[config.mk]
export PLATFORM = sky130hd
export DESIGN_NAME = rsi_isqrt
export DESIGN_NICKNAME = d
export VERILOG_FILES = /design/src/sv/rsi_isqrt.sv
export SDC_FILE = /design/constraint.sdc
export NUM_CORES = 2
export LEC_CHECK = 0
export BUFFER_PORTS_ARGS = -buffer_cell sky130_fd_sc_hd__buf_2
export CAP_MARGIN = 5
export CORE_MARGIN = 8
export CORE_UTILIZATION = 55
export DETAILED_ROUTE_END_ITERATION = 8
export PLACE_DENSITY = 0.71
export SYNTH_ARGS = -nofsm -noshare
export SYNTH_HDL_FRONTEND = slang
export SYNTH_SLANG_ARGS = --single-unit
[constraint.sdc]
create_clock -name clk -period 4.9 [get_ports clk]
set_input_delay 0.98 -clock clk [delete_from_list [all_inputs] [get_ports clk]]
set_output_delay 0.98 -clock clk [all_outputs]
set_load 0.1 [all_outputs]
[src/sv/rsi_isqrt.sv]
module rsi_isqrt
#(
    parameter int OUT_W  = 31,
    parameter int SIDE_W = 1
)
(
    input  logic                clk,
    input  logic                rst_n,
    input  logic                en,
    input  logic                in_valid,
    input  logic [2*OUT_W-1:0]  rad,
    input  logic [SIDE_W-1:0]   side_in,
    output logic                out_valid,
    output logic [OUT_W-1:0]    root,
    output logic [SIDE_W-1:0]   side_out
);

    localparam int RAD_W = 2 * OUT_W;
    localparam int REM_W = OUT_W + 2;

    logic              vld_reg  [1:OUT_W];
    logic [RAD_W-1:0]  rad_reg  [1:OUT_W];
    logic [REM_W-1:0]  rem_reg  [1:OUT_W];
    logic [OUT_W-1:0]  root_reg [1:OUT_W];
    logic [SIDE_W-1:0] side_reg [1:OUT_W];

    // one root bit per stage, two radicand bits shifted in each time
    for (genvar k = 1; k <= OUT_W; k++)
    begin : g_stage
        logic              v_src;
        logic [RAD_W-1:0]  rad_src;
        logic [REM_W-1:0]  rem_src;
        logic [OUT_W-1:0]  root_src;
        logic [SIDE_W-1:0] side_src;
        logic [REM_W-1:0]  rem_sh;
        logic [REM_W-1:0]  trial;
        logic              ge;

        if (k == 1)
        begin : g_head
            assign v_src    = in_valid;
            assign rad_src  = rad;
            assign rem_src  = '0;
            assign root_src = '0;
            assign side_src = side_in;
        end
        else
        begin : g_body
            assign v_src    = vld_reg[k-1];
            assign rad_src  = rad_reg[k-1];
            assign rem_src  = rem_reg[k-1];
            assign root_src = root_reg[k-1];
            assign side_src = side_reg[k-1];
        end

        assign rem_sh = {rem_src[REM_W-3:0], rad_src[RAD_W-1 -: 2]};
        assign trial  = {root_src, 2'b01};
        assign ge     = (rem_sh >= trial);

        always_ff @(posedge clk or negedge rst_n)
        begin
            if (!rst_n)
            begin
                vld_reg[k] <= 1'b0;
            end
            else if (en)
            begin
                vld_reg[k] <= v_src;
            end
        end

        always_ff @(posedge clk)
        begin
            if (en)
            begin
                rad_reg[k]  <= {rad_src[RAD_W-3:0], 2'b00};
                rem_reg[k]  <= ge ? (rem_sh - trial) : rem_sh;
                root_reg[k] <= {root_src[OUT_W-2:0], ge};
                side_reg[k] <= side_src;
            end
        end
    end

    assign out_valid = vld_reg[OUT_W];
    assign root      = root_reg[OUT_W];
    assign side_out  = side_reg[OUT_W];

endmodule

# == Word level (Yosys, flattened, before mapping) ==
# Memories as Yosys holds them, arrays and structs flattened.
# Index checks and enable logic that the tools add are counted.
# totals
ram_bits,3875
mem_count,4
regBits,31
in_bits,67
wordCells,130
# classes
n_mux,33
n_addsub,31
magnitude_cmp,31
# memory_table
memory,depth,word_bits,rd,rd_ports_with_merged_regs,write_ports,line,source
rad_reg,31,60,30,0,31,22,logic [RAD_W-1:0] rad_reg [1:OUT_W];
rem_reg,31,33,30,0,31,23,logic [REM_W-1:0] rem_reg [1:OUT_W];
root_reg,31,31,31,0,31,24,logic [OUT_W-1:0] root_reg [1:OUT_W];
side_reg,31,1,31,0,31,25,logic [SIDE_W-1:0] side_reg [1:OUT_W];
# ops
operator,n
2-to-1 mux 33 bit,31
greater-or-equal comparator 33 bit,30
subtractor 33 bit,30
subtractor 2 x 1 -> 3 bit (second input constant),1
greater-or-equal comparator 2 x 1 -> 1 bit (second input constant),1
2-to-1 mux 1 bit,2

# == Longest topological paths before layout ==
# An unclocked memory read counts as a cell.
# logic_depth
word_depth,3
depth_mapped,14

# == Worst setup path before layout ==
# No wires, ideal clock.
# synth_path
path_kind,register -> register
startpoint,register rem_reg[0][183] (netlist name)
endpoint,register rem_reg[0][213] (netlist name)
required_ns,4.634
setup_ns,0.266
stages_incl_launch_ff,12
synth_period_minus_slack_ns,3.675
slack_ns,1.225
t_arrival_ns,3.409
path_buffers,2
cell_sequence,edfxtp_1 -> or4_4 -> or4_1 -> buf_2 -> or4_4 -> or4_1 -> a31oi_1 -> or4b_4 -> clkbuf_8 -> nand2_2 -> nor3_1 -> xor2_1

==> impl_metrics.env <==
export IMPL_peakVddDrop_mv=0.476
export IMPL_leakage_nw=47.0
export IMPL_synth_ff_type="edfxtp_1"
export IMPL_reg2reg_from="rem_reg[0][244]$_DFFE_PP_"
export IMPL_path_common_cell="or4_1"
export IMPL_setup_viol=0
export IMPL_viasPerCell=5.66
export IMPL_run_status="finished clean"
export IMPL_grt_pass1_wl_mm=351
export IMPL_grt_overflow=0
export IMPL_wl_per_cell_microns=19.1
export IMPL_combPwrFrac_pct=20.4
export IMPL_cap_violations=0
export IMPL_p_int_mw=41.9
export IMPL_cts_root_buf="clkbuf_16"
export IMPL_fin_setup_tns_ns=0
export IMPL_syn_nets=8970
export IMPL_ys_types=87
export IMPL_ys_seq_area_share_pct=64.9
export IMPL_via_count=65300
export IMPL_crit_buf_inv=1
export IMPL_fin_crit_sh_pct=83.8
export IMPL_final_cell_mix="edfxtp_1 (2344), inv_1 (652), nand2_1 (538)"
export IMPL_slowest_delay_ns=0.64
export IMPL_worstSetupEndpointType="flop"
export IMPL_clk_pin_slew_ns=0.06
export IMPL_ys_warnings_count=0
export IMPL_r2r_slack_ns=0.79
export IMPL_drc=0
export IMPL_place_gp_congestion=0.946
export IMPL_tritoncts="yes"
export IMPL_synth_avg_cell_area_sq_um=13.1
export IMPL_layout_min_cycle_time_ns=4.11
export IMPL_p_sw_mw=16.5
export IMPL_power_frac_clock_pct=32.6
export IMPL_maxSlewHeadroom_pct=18.2
export IMPL_hold_path_class="input pin to asynchronous set/reset pin"
export IMPL_postRouteAntennaNets=0
export IMPL_clock_path_buffers=3
export IMPL_drive_gt1_share_pct=8.62
export IMPL_cp_max_fo=19
export IMPL_rows=164
export IMPL_cts_resized=0
export IMPL_postCtsHoldBufs=0
export IMPL_cp_startpoint="rem_reg[0][244]$_DFFE_PP_"
export IMPL_core_area_sq_um=199000
export IMPL_post_cts_buffers=0
export IMPL_grt_max_degree=135
export IMPL_cts_sinks=2375
export IMPL_netlist_area_sq_um=110000
export IMPL_largest_reg_flops=930
export IMPL_insertion_delay_ns=0.90
export IMPL_finalNetCount=9264
export IMPL_dp_cells=11100
export IMPL_ys_ff_latch=2375
export IMPL_path_cells="or4_1 > or4_1 > or4_1 > or3_1 > nor3_1 > nand3_2 > buf_4 > nand4bb_1 > nor4_1 > xor2_1"
export IMPL_criticalPathCategory="flop to flop"
export IMPL_crit_family="simple AND/OR/NAND/NOR gates"
export IMPL_ys_async_sr_fraction_pct=1.31
export IMPL_die_x_microns=462
export IMPL_drt_iter0_drc=5230
export IMPL_rsz0062_at_grt="false"
export IMPL_stdcell_count=11500
export IMPL_p_per_area_nw_per_um2=476
export IMPL_port_buffers=99
export IMPL_finalHoldViolations=0
export IMPL_max_freq_ghz=0.243
export IMPL_tightest_slew_ns=1.22
export IMPL_firstDrtPassIters=6
export IMPL_drv_slew=0
export IMPL_syn2layout_area_growth_pct=11.8
export IMPL_die_y_microns=462
export IMPL_die_area_sq_um=214000
export IMPL_numCtsBuffers=240
export IMPL_n_fill_cell=14900
export IMPL_start_util_pct=55.1
export IMPL_power_frac_seq_pct=47.0
export IMPL_wirelength_mm=220
export IMPL_h_tree_depth=4
export IMPL_swShare_pct=28.2
export IMPL_crit_required_ns=5.51
export IMPL_dp_hpwl_mm=159
export IMPL_synth_edff_count=2344
export IMPL_antenna_found_initial=7
export IMPL_synth_cells=8375
export IMPL_final_common_cell="edfxtp_1"
export IMPL_grt_pass1_vias=64800
export IMPL_grt_usage_pct=20.1
export IMPL_crit_slowest_cell="or4_1"
export IMPL_cp_start_kind="flop"
export IMPL_clock_skew_ns=0.116
export IMPL_cp_arrival_ns=4.72
export IMPL_pin_count=100
-- power by group through the flow --
stage / logic, mW / registers, mW / clock network, mW
6_report: 11.9 / 27.4 / 19.0
5_1_grt: 13.2 / 27.7 / 20.3
4_1_cts: 11.8 / 27.5 / 19.5
3_5_place_dp: 11.7 / 27.9 / 0
3_3_place_gp: 11.5 / 27.8 / 0
2_1_floorplan: 8.68 / 27.2 / 0
-- cells by family (layout without fill, tap and decap cells) --
logic type | count (synthesis) | in the layout | synth area share [%]
and+or+nand+nor | 2128 | 2128 | 9.68
DFF | 2375 | 2375 | 64.9
other | 1 | 4 | 0.00342
AOI/OAI and AO/OA | 1699 | 1699 | 9.65
muxes | 109 | 109 | 1.11
xor gates and xnor gates | 724 | 724 | 5.79
adders and majority gates | 528 | 528 | 6.03
buffers and inverters | 811 | 1315 | 2.80
-- routing by layer --
metal	up-vias	track usage [%]	routed length, microns
li1	31700	-	-
met1	31500	26.1	93500
met4	0	7.00	7990
met5	-	0	0
met2	1620	34.6	108000
met3	464	3.14	10600
-- layout make-up --
| class | instances | area, sq um | area share [%] |
|---|---|---|---|
| multi-input cells | 5189 | 35400 | 28.9 |
| clock buffers | 277 | 6180 | 5.05 |
| diodes | 3 | 7.51 | 0.00613 |
| repair buffers | 209 | 1700 | 1.39 |
| inverters | 654 | 2450 | 2.00 |
| clock inverters | 175 | 2230 | 1.82 |
| well taps | 2656 | 3320 | 2.71 |
| flip-flops and latches | 2375 | 71200 | 58.1 |
-- stage by stage --
stage               util [%]  power, mW  setup WS [ns]  area (sq um)  hold slack, ns
global route            61.6       61.2          0.509        122000           0.119
floorplan                  -       35.8           1.22        110000           0.400
global placement        57.4       39.3          0.784        114000           0.400
detailed placement      57.4       39.6          0.812        114000           0.405
finish                  61.6       58.3          0.792        122000           0.117
CTS                     61.6       58.8          0.743        122000          0.0665
-- final timing paths --
check / endpoint / cells after the start
worst max-delay path: rem_reg[0][292]$_DFFE_PP_ / 10
worst min-delay path: g_stage[2].v_src$_DFFE_PN0P_ / 1
worst max register to register: rem_reg[0][292]$_DFFE_PP_ / 10
worst min register to register: rad_reg[5][169]$_DFFE_PP_ / 0
max in group asynchronous: g_stage[23].v_src$_DFFE_PN0P_ / 1
min in group clk: rad_reg[0][112]$_DFFE_PP_ / 1
-- Yosys cell counts (all sizes together), types with 12 or more instances --
library cell,count,share of area (%)
edfxtp,2344,64
inv,653,2.2
nand2,539,1.8
ha,528,6.0
a21oi,508,2.3
nor2,487,1.7
o21ai,432,2.0
xnor2,379,3.0
xor2,345,2.8
nor3,231,1.1
a21o,209,1.4
clkbuf,147,0.51
nand3,132,0.61
o21a,117,0.80
nand2b,107,0.61
mux2,101,1.0
or3,101,0.58
nor4,92,0.53
nand4,82,0.47
nor2b,79,0.45
o31ai,68,0.47
or4,56,0.39
a211oi,50,0.34
and3,48,0.27
o21bai,46,0.32
or2,41,0.23
a31oi,40,0.23
o211ai,38,0.26
dfrtp,31,0.71
and2,30,0.17
nand3b,27,0.18
a21boi,24,0.16
a2111oi,20,0.16
nor3b,17,0.12
a211o,13,0.10
a311oi,13,0.10
nand4b,13,0.10
nor4b,13,0.10
a31o,12,0.096
and4,12,0.096
o31a,12,0.096
(Power assumes the default switching activity.)
